### config.mk
export PLATFORM = sky130hd
export DESIGN_NAME = sat_ctrl
export DESIGN_NICKNAME = d
export VERILOG_FILES = /design/src/sat_pkg.sv /design/src/sat_ctrl.sv
export SDC_FILE = /design/constraint.sdc
export NUM_CORES = 1
export LEC_CHECK = 0
export BUFFER_PORTS_ARGS = -buffer_cell sky130_fd_sc_hd__buf_2
export CAP_MARGIN = 10
export CORE_MARGIN = 1
export CORE_UTILIZATION = 30
export CTS_BUF_LIST = sky130_fd_sc_hd__clkbuf_16
export CTS_CLUSTER_SIZE = 16
export DETAILED_ROUTE_END_ITERATION = 6
export PLACE_DENSITY = 0.62
export SYNTH_ARGS = -nofsm -noshare
export SYNTH_HDL_FRONTEND = slang
export SYNTH_SLANG_ARGS = --single-unit
### constraint.sdc
create_clock -name clk -period 4.6 [get_ports clk]
set_clock_uncertainty 0.05 [all_clocks]
set_input_delay 0.46 -clock clk [delete_from_list [all_inputs] [get_ports clk]]
set_output_delay 0.46 -clock clk [all_outputs]
set_load 0.03 [all_outputs]
### src/sat_pkg.sv
// Package: shared types and codes of the sorted assignment table.
`default_nettype none

package sat_pkg;

  // Command codes of the input word.
  localparam logic [1:0] CMD_ADD   = 2'd0;
  localparam logic [1:0] CMD_FIND  = 2'd1;
  localparam logic [1:0] CMD_CLEAR = 2'd2;

  // Status codes of the result word.
  localparam logic [1:0] ST_OK   = 2'd0;
  localparam logic [1:0] ST_MISS = 2'd1;
  localparam logic [1:0] ST_FULL = 2'd2;

  localparam logic [6:0] LIMIT_RESET = 7'd64;

  typedef struct packed {
    logic [1:0]  command;
    logic [63:0] domain_key;
    logic [7:0]  resolution;
    logic [63:0] tile_id;
    logic [31:0] shard_num;
  } in_word_t;

  typedef struct packed {
    logic [1:0]  status;
    logic [31:0] found_shard;
    logic [6:0]  entry_count;
    logic        overflow_seen;
  } out_word_t;

  typedef struct packed {
    logic [63:0] domain_key;
    logic [7:0]  resolution;
    logic [63:0] tile_id;
    logic [31:0] shard_num;
  } entry_t;

  typedef enum logic [2:0] {
    PTR_HOLD = 3'd0,
    PTR_TOP  = 3'd1,
    PTR_ZERO = 3'd2,
    PTR_DEC  = 3'd3,
    PTR_INC  = 3'd4
  } ptr_op_t;

  typedef struct packed {
    logic       key_load;
    ptr_op_t    ptr_op;
    logic       wr_en;
    logic       wr_key;
    logic       cnt_inc;
    logic       cnt_clr;
    logic       ovf_set;
    logic       ovf_clr;
    logic       res_load;
    logic [1:0] res_status;
    logic       res_hit;
    logic       out_load;
  } ctl_cmd_t;

  typedef struct packed {
    logic cnt_zero;
    logic cnt_full;
    logic precedes;
    logic match;
    logic ptr_zero;
    logic ptr_last;
  } dp_stat_t;

endpackage

`default_nettype wire

### src/sat_ctrl.sv
// Controller state machine: sequences add, find and clear over the entry memory.
`default_nettype none

module sat_ctrl (
  input  wire logic            clk,
  input  wire logic            rst_n,
  input  wire logic            in_valid,
  input  wire logic [1:0]      in_command,
  output logic                 in_stall,
  output logic                 out_valid,
  input  wire logic            out_stall,
  input  wire sat_pkg::dp_stat_t stat,
  output sat_pkg::ctl_cmd_t    cmd
);
  import sat_pkg::*;

  typedef enum logic [4:0] {
    S_IDLE = 5'b00001,
    S_ADD  = 5'b00010,
    S_FIND = 5'b00100,
    S_INS  = 5'b01000,
    S_POST = 5'b10000
  } state_t;

  state_t state_r, state_nxt;
  logic   out_valid_r, out_valid_nxt;
  logic   out_free;

  assign out_free  = !out_valid_r || !out_stall;
  assign in_stall  = (state_r != S_IDLE);
  assign out_valid = out_valid_r;

  always_comb begin
    cmd       = '0;
    state_nxt = state_r;
    case (state_r)
      S_IDLE: begin
        if (in_valid) begin
          cmd.key_load = 1'b1;
          case (in_command)
            CMD_ADD: begin
              if (stat.cnt_full) begin
                cmd.ovf_set    = 1'b1;
                cmd.res_load   = 1'b1;
                cmd.res_status = ST_FULL;
                state_nxt      = S_POST;
              end else if (stat.cnt_zero) begin
                cmd.ptr_op = PTR_ZERO;
                state_nxt  = S_INS;
              end else begin
                cmd.ptr_op = PTR_TOP;
                state_nxt  = S_ADD;
              end
            end
            CMD_FIND: begin
              if (stat.cnt_zero) begin
                cmd.res_load   = 1'b1;
                cmd.res_status = ST_MISS;
                state_nxt      = S_POST;
              end else begin
                cmd.ptr_op = PTR_ZERO;
                state_nxt  = S_FIND;
              end
            end
            CMD_CLEAR: begin
              cmd.cnt_clr    = 1'b1;
              cmd.ovf_clr    = 1'b1;
              cmd.res_load   = 1'b1;
              cmd.res_status = ST_OK;
              state_nxt      = S_POST;
            end
            default: begin
              cmd.res_load   = 1'b1;
              cmd.res_status = ST_OK;
              state_nxt      = S_POST;
            end
          endcase
        end
      end
      S_ADD: begin
        // Walk down from the top entry; entries not before the key move up one.
        if (stat.precedes) begin
          cmd.ptr_op = PTR_INC;
          state_nxt  = S_INS;
        end else begin
          cmd.wr_en = 1'b1;
          if (stat.ptr_zero) begin
            state_nxt = S_INS;
          end else begin
            cmd.ptr_op = PTR_DEC;
          end
        end
      end
      S_INS: begin
        cmd.wr_en      = 1'b1;
        cmd.wr_key     = 1'b1;
        cmd.cnt_inc    = 1'b1;
        cmd.res_load   = 1'b1;
        cmd.res_status = ST_OK;
        state_nxt      = S_POST;
      end
      S_FIND: begin
        if (stat.match) begin
          cmd.res_load   = 1'b1;
          cmd.res_status = ST_OK;
          cmd.res_hit    = 1'b1;
          state_nxt      = S_POST;
        end else if (stat.ptr_last) begin
          cmd.res_load   = 1'b1;
          cmd.res_status = ST_MISS;
          state_nxt      = S_POST;
        end else begin
          cmd.ptr_op = PTR_INC;
        end
      end
      S_POST: begin
        if (out_free) begin
          cmd.out_load = 1'b1;
          state_nxt    = S_IDLE;
        end
      end
      default: begin
        state_nxt = S_IDLE;
      end
    endcase
  end

  always_comb begin
    out_valid_nxt = out_valid_r;
    if (cmd.out_load) begin
      out_valid_nxt = 1'b1;
    end else if (!out_stall) begin
      out_valid_nxt = 1'b0;
    end
  end

  always_ff @(posedge clk) begin
    if (!rst_n) begin
      state_r     <= S_IDLE;
      out_valid_r <= 1'b0;
    end else begin
      state_r     <= state_nxt;
      out_valid_r <= out_valid_nxt;
    end
  end

endmodule

`default_nettype wire

==> results of run 1 <==
## area by class of cell
cell class                 instances  area [µm²]  area share, %
multi-input combinational         54       344.1          48.16
sequential                         6       120.1          16.81
timing repair buffer              28       140.1          19.61
inverter                           4       15.01          2.102
tap                               16       20.02          2.802
clock buffer                       3       75.07          10.51
## synth_stat cells (2+ instances only)
cell type / number / share of area [%]
nor4_1: 2 / 2.5
o21ai_0: 3 / 3.0
nor3_1: 2 / 2.0
dfxtp_1: 6 / 24
nand3b_1: 2 / 3.0
buf_4: 3 / 4.5
a21oi_1: 6 / 5.9
inv_1: 4 / 3.0
nand2_1: 4 / 3.0
and2_1: 2 / 2.5
nor4b_1: 2 / 3.5
nand2b_1: 3 / 3.7
o21a_1: 2 / 3.0
or3_2: 2 / 3.0
o31ai_1: 2 / 3.0
nor3b_1: 3 / 4.5
nor2_1: 6 / 4.5
## sequential cells by signal, indices dropped and copies added, names as in the netlist
signal	flops
state_r	5
out_valid	1
## worst min-delay path by stage
stage,start,end,depth (start not counted)
final,rst_n,state_r[1],2
after global routing,rst_n,state_r[1],2
after CTS,rst_n,state_r[1],2
after detailed placement,out_valid,out_valid,2
after global placement,out_valid,out_valid,2
after floorplan,rst_n,state_r[4],1
## logic make-up (layout without fill, tap and decap cells)
kind of cell	count (synthesis)	after routing	share of synthesized area, %
DFF	6	6	23.76
and+or+nand+nor	35	35	43.31
buffers and inverters	8	35	8.166
AOI/OAI and AO/OA	19	19	24.75
## worst max-delay path, stage by stage, from the launching register on
cell     delay (ns)
dfxtp_1        0.43
or4b_4         0.52
or4_4          0.47
o21ai_0        0.09
buf_2          0.22
## metrics by stage
| step | utilization (%) | total power, W | cell area [µm²] | hold slack [ns] | std cells |
|---|---|---|---|---|---|
| floorplan | - | 0.00009538 | 505.5 | 0.5278 | 68 |
| global placement | 41.48 | 0.0001123 | 639.4 | 0.4372 | 108 |
| detailed placement | 41.48 | 0.0001128 | 639.4 | 0.4522 | 108 |
| CTS | 46.35 | 0.0002532 | 714.4 | 0.4316 | 111 |
| global route | 46.35 | 0.0002618 | 714.4 | 0.4414 | 111 |
| finish | 46.35 | 0.0002497 | 714.4 | 0.4287 | 111 |
## power by group
group	internal [W]	switching (W)	total (W)
Combinational	0.0000185	0.0000353	0.0000538
Sequential	0.0000549	0.00000361	0.0000585
Clock	0.000111	0.0000261	0.000137
## layer usage
layer	up-vias	routed length (µm)	global-route usage [%]
met2	30	553	22.73
met3	0	111	6.383
met1	267	639	20.67
met4	0	0	1.818
li1	309	-	-
met5	-	0	0
==> impl_metrics.toml, run 1 <==
[clocking]
clock_sinks = 6
cts_setup_buffers = 0
htreeDepth = 1
cts_resized = 0
cts_tree = "built"
clockBufferDepth = 2
cts_made_buffers = 3
cts.clk_slew.worst_paths_ns = 0.03
root_buffer = "clkbuf_16"
hold_buffers = 0
clk_latency_ns = 0.22

[setup_path]
critPathMaxFanout = 8
crit_type = "reg -> out"
cp.required_ns = 4.09
rrSetupSlack_ns = 2.70
r2r-start = "state_r[1]"
cp-startpoint = "state_r[1]"
worstReg2RegEnd = "state_r[3]"
r2r_cells = 4
worstPathArrival_ns = 1.97
cp-endpoint = "cmd[12]"
end_kind = "output pin"
crit_path_start_kind = "flip-flop"

[logic_synthesis]
synth_warnings = 0
synth_seq_cells = 6
ys_async_sr_fraction_pct = 0
syn_avg_cell_area_um2 = 7.434
synth_ff_type = "dfxtp_1"
synth_cell_type_count = 31
postSynthCellCount = 68
syn_area_um2 = 505.5
ys_seq_area_share_pct = 23.76
synth-edff-count = 0
synth_nets = 80

[die]
die_height_um = 43.05
rows = 14
initial_utilization_pct = 32.79
dieWidth_um = 43.05
dieArea_um2 = 1853
coreArea_um2 = 1541
io_pins = 29

[cells_and_area]
area_growth_pct = 41.34
drive_gt1_share_pct = 37.89
final_common_cell = "buf_2"
fill_cells = 155
fin_nets = 109
antenna_cells = 0
final_cell_mix = "28 x buf_2, 6 x a21oi_1, 6 x nor2_1, 6 x dfxtp_1"

[global_routing]
grt_max_degree = 10
grt_pass1_vias = 505
antenna_found_initial = 0
grt_overflow = 0
track_usage_pct = 15.08
grt_pass1_wl_um = 2076

[placement]
hpwl_um = 1082
place_ws_ns = 2.361
numPortBuffers = 28
gp_congestion = 0.8377

[routing]
vias = 606
wire_per_inst_um = 11.75
first_iter_violations = 17
vias_per_cell = 5.459
antenna_left = 0
remaining_drc_errors = 0
routed_wl_um = 1304
drt_first_pass_iters = 4

[hold_path]
hp-class = "in -> reg"

[timing]
finalSetupTns_ns = 0
finalSetupViolCount = 0
rsz0062_at_grt = "false"
worst_pin_slew_ns = 0.4347
slew_viol_final = 0
hold_viol = 0
finalCritPeriodShare_pct = 53.83
slew_headroom_pct = 70.96
fin_ws_ns = 2.124
max_freq_mhz = 403.9
period_needed_ns = 2.476

[power]
powerDensity_nw_per_um2 = 349.5
power_leakage_nw = 0.3265
vdd_drop_max_mv = 0.3234

[outcome]
status = "finished, final reports clean"

[run]
cap_violations = 0
Note: power is estimated with default switching activity, not from simulation.
==> run 2, diff against run 1 <==
==> constraint.sdc (replaced) <==
create_clock -name clk -period 2.34 [get_ports clk]
set_clock_uncertainty 0.05 [all_clocks]
set_input_delay 0.234 -clock clk [delete_from_list [all_inputs] [get_ports clk]]
set_output_delay 0.234 -clock clk [all_outputs]
set_load 0.03 [all_outputs]
==> impl_metrics.toml, run 2 (same netlist as run 1, synthesis figures left out) <==
[setup_path]
crit_path_start_kind = "flip-flop"
r2r-start = "state_r[1]"
crit_type = "reg -> out"
critPathMaxFanout = 8
worstPathArrival_ns = 1.95
worstReg2RegEnd = "state_r[3]"
cp-startpoint = "state_r[1]"
rrSetupSlack_ns = 0.45
cp.required_ns = 2.06
cp-endpoint = "cmd[12]"
end_kind = "output pin"
r2r_cells = 4

[cells_and_area]
area_growth_pct = 43.81
antenna_cells = 0
final_cell_mix = "28 x buf_2, 6 x a21oi_1, 6 x nor2_1, 6 x dfxtp_1"
fin_nets = 110
largest_reg_flops = 5
final_common_cell = "buf_2"
regMostFlops = "state_r"
drive_gt1_share_pct = 39.58
final_cell_area_um2 = 726.9
post-route-util_pct = 47.16

[die]
initial_utilization_pct = 32.79
die_height_um = 43.05
rows = 14
coreArea_um2 = 1541
dieArea_um2 = 1853
io_pins = 29
dieWidth_um = 43.05

[routing]
routed_wl_um = 1387
drt_first_pass_iters = 4
first_iter_violations = 10
wire_per_inst_um = 12.38
wl_met2_um = 668
wl_met1_um = 640
vias_per_cell = 5.330
antenna_left = 0
vias = 597
met3_length_um = 71
topRoutingLayerUsed = "met4"
remaining_drc_errors = 0

[hold_path]
hp-class = "in -> reg"
worstHoldPathCells = 2

[clocking]
htreeDepth = 1
cts_setup_buffers = 0
clockBufferDepth = 2
hold_buffers = 0
root_buffer = "clkbuf_16"
cts_tree = "built"
clock_sinks = 6
cts_resized = 0
cts_made_buffers = 3
clk_latency_ns = 0.23
cts.clk_slew.worst_paths_ns = 0.03

[global_routing]
grt_overflow = 0
track_usage_pct = 14.98
grt_max_degree = 10
grt_pass1_vias = 514
grt_pass1_wl_um = 2097
antenna_found_initial = 0

[power]
powerDensity_nw_per_um2 = 692.9
vdd_drop_max_mv = 0.3992
power_leakage_nw = 0.3325

[run]
cap_violations = 0

[placement]
numPortBuffers = 28
gp_congestion = 0.8782
dpl_cell_area_um2 = 651.9
hpwl_um = 1067

[timing]
worst_pin_slew_ns = 0.3421
finalSetupTns_ns = 0
slew_viol_final = 0
hold_viol = 0
slew_headroom_pct = 76.99
max_freq_mhz = 448.6
finalSetupViolCount = 0
finalCritPeriodShare_pct = 95.26
rsz0062_at_grt = "false"
period_needed_ns = 2.229

[outcome]
status = "finished, final reports clean"
run 2: cell types whose count changed in the layout (fill, tap and decap cells not counted), sizes merged:
cell	before	now
buf	28	29
run 2: cell type report:
class | instances | area [µm²]
multi-input combinational | 54 | 349.1
clock buffer | 3 | 75.07
timing repair buffer | 29 | 147.6
fill | 173 | 814.5
sequential | 6 | 120.1
inverter | 4 | 15.01
tap | 16 | 20.02
run 2: layer usage:
| layer | GRT usage, % | vias to the layer above |
|---|---|---|
| li1 | - | 309 |
| met1 | 15.98 | 264 |
| met2 | 27.88 | 22 |
| met3 | 5.106 | 2 |
| met4 | 3.636 | 0 |
| met5 | 0 | - |
run 2: critical path, cell delays in order (launching register included):
cell and delay, ns:
dfxtp_1 0.43, or4b_4 0.52, or4_4 0.46, o21ai_0 0.09
buf_2 0.22
run 2: worst min path at each step:
stage                       to       from  slack (ns)
finish              state_r[1]      rst_n        0.22
floorplan           state_r[4]      rst_n        0.30
global route        state_r[4]      rst_n        0.22
detailed placement   out_valid  out_valid        0.44
CTS                 state_r[1]      rst_n        0.22
global placement    state_r[4]      rst_n        0.43
run 2: power by group:
group | total (W) | switching [W] | leakage [nW] | internal (W)
clock network | 0.000277 | 0.0000575 | 0.0370 | 0.000219
registers | 0.000115 | 0.00000723 | 0.0488 | 0.000108
logic | 0.000112 | 0.0000721 | 0.247 | 0.0000398
total | 0.000504 | 0.000137 | 0.333 | 0.000367
run 2: metrics by stage:
step	hold slack, ns	setup slack [ns]	power (W)	std cells
floorplan	0.3018	-0.01587	0.0001882	68
global placement	0.4339	0.3670	0.0002270	109
detailed placement	0.4416	0.3621	0.0002275	109
CTS	0.2206	0.1150	0.0005051	112
global route	0.2225	0.03129	0.0005209	112
finish	0.2211	0.1110	0.0005037	112
==> run 3, diff against run 2 <==
--- a/config.mk
+++ b/config.mk
@@ -7,7 +7,7 @@
 export LEC_CHECK = 0
 export BUFFER_PORTS_ARGS = -buffer_cell sky130_fd_sc_hd__buf_2
 export CAP_MARGIN = 10
-export CORE_MARGIN = 1
+export CORE_MARGIN = 2
 export CORE_UTILIZATION = 30
 export CTS_BUF_LIST = sky130_fd_sc_hd__clkbuf_16
 export CTS_CLUSTER_SIZE = 16
==> impl_metrics.toml, run 3 (same netlist as run 1, synthesis figures left out) <==
[run]
cap_violations = 0

[routing]
vias = 601
first_iter_violations = 24
remaining_drc_errors = 0
antenna_left = 0
routed_wl_um = 1353
drt_first_pass_iters = 4
wire_per_inst_um = 12.08
vias_per_cell = 5.366

[power]
power_leakage_nw = 0.3325
powerDensity_nw_per_um2 = 691.2
p_clk_share_pct = 55.0
comb_power_share_pct = 22.1
p_sw_w = 0.0001356
power_frac_seq_pct = 22.8
vdd_drop_max_mv = 0.3477
swShare_pct = 26.98
internal_power_w = 0.0003669

[timing]
worst_pin_slew_ns = 0.3504
finalSetupViolCount = 0
finalCritPeriodShare_pct = 95.21
hold_ws_ns = 0.2104
fin_ws_ns = 0.1121
rsz0062_at_grt = "false"
max_freq_mhz = 448.9
period_needed_ns = 2.228
hold_viol = 0
slew_viol_final = 0
slew_headroom_pct = 76.43

[cells_and_area]
final_cell_mix = "28 x buf_2, 6 x a21oi_1, 6 x nor2_1, 6 x dfxtp_1"
fill_cells = 150
multi_input_area_um2 = 349.1
final_common_cell = "buf_2"
largest_reg_flops = 5
antenna_cells = 0
regMostFlops = "state_r"
fin_nets = 110
ff_latch_area_um2 = 120.1
area_growth_pct = 43.81
drive_gt1_share_pct = 39.58

[clocking]
cts_setup_buffers = 0
clockBufferDepth = 2
cts.clk_slew.worst_paths_ns = 0.03
htreeDepth = 1
clock_sinks = 6
cts_tree = "built"
hold_buffers = 0
cts_made_buffers = 3
root_buffer = "clkbuf_16"
clk_latency_ns = 0.23
cts_resized = 0

[die]
io_pins = 29
rows = 14
coreArea_um2 = 1541
dieArea_um2 = 2030
initial_utilization_pct = 32.79
die_height_um = 45.05
dieWidth_um = 45.05

[setup_path]
crit_chain = "or4b_4 -> or4_4 -> o21ai_0 -> buf_2"
worstPathArrival_ns = 1.94
critPathBufInv = 1
crit_path_start_kind = "flip-flop"
crit_family = "simple AND/OR/NAND/NOR gates"
cp_slowest_cell = "or4b_4"
end_kind = "output pin"
crit_type = "reg -> out"
slowest_delay_ns = 0.52
cp.required_ns = 2.06
critPathMaxFanout = 8

[placement]
numPortBuffers = 28
hpwl_um = 1021
gp_congestion = 0.9089
place_ws_ns = 0.3690

[global_routing]
grt_use_met2_pct = 26.29
antenna_found_initial = 0
grt_busiest_layer = "met2"
grt_overflow = 0
grtUsageMet1_pct = 17.85
grt_pass1_vias = 573
grt_util_met3_pct = 2.400
grt_max_degree = 10
track_usage_pct = 15.40
grt_pass1_wl_um = 2283

[hold_path]
hp-class = "in -> reg"

[outcome]
status = "finished, final reports clean"
run 3: cell counts in the layout (fill, tap and decap cells not counted):
Identical to the previous run, type by type.
run 3: worst paths after layout:
kind / start / endpoint / slack (ns) / cells past startpoint
hold / removal: rst_n / state_r[4] / 0.21 / 2
setup reg to reg: state_r[1] / state_r[3] / 0.46 / 4
setup / recovery: state_r[1] / cmd[12] / 0.11 / 4
hold reg to reg: out_valid / out_valid / 0.44 / 2
run 3: per-layer routing:
| layer | wire length, µm | share of wire [%] |
|---|---|---|
| met4 | 16 | 1.2 |
| met2 | 650 | 48 |
| met3 | 72 | 5.3 |
| met5 | 0 | 0 |
| met1 | 613 | 45 |
run 3: area by class of cell:
cell class                      instances  share of cell area (%)
Timing Repair Buffer                   29                   20.31
Multi-Input combinational cell         54                   48.02
Tap cell                               16                   2.754
Clock buffer                            3                   10.33
Inverter                                4                   2.065
Sequential cell                         6                   16.52
run 3: power groups by stage:
stage	Sequential (W)	Combinational (W)	Clock, W
floorplan	0.000113	0.0000748	0
global placement	0.000116	0.000112	0
detailed placement	0.000116	0.000110	0
CTS	0.000114	0.000111	0.000284
global route	0.000116	0.000121	0.000289
finish	0.000115	0.000111	0.000277
run 3: metrics by stage:
step	instances	util, %	setup TNS [ns]	cell area (µm²)	power (W)
finish	112	47.16	0	726.9	0.0005025
global route	112	47.16	0	726.9	0.0005262
CTS	112	47.16	0	726.9	0.0005094
detailed placement	109	42.29	0	651.9	0.0002262
global placement	109	42.29	0	651.9	0.0002272
floorplan	68	-	-0.03175	510.5	0.0001882
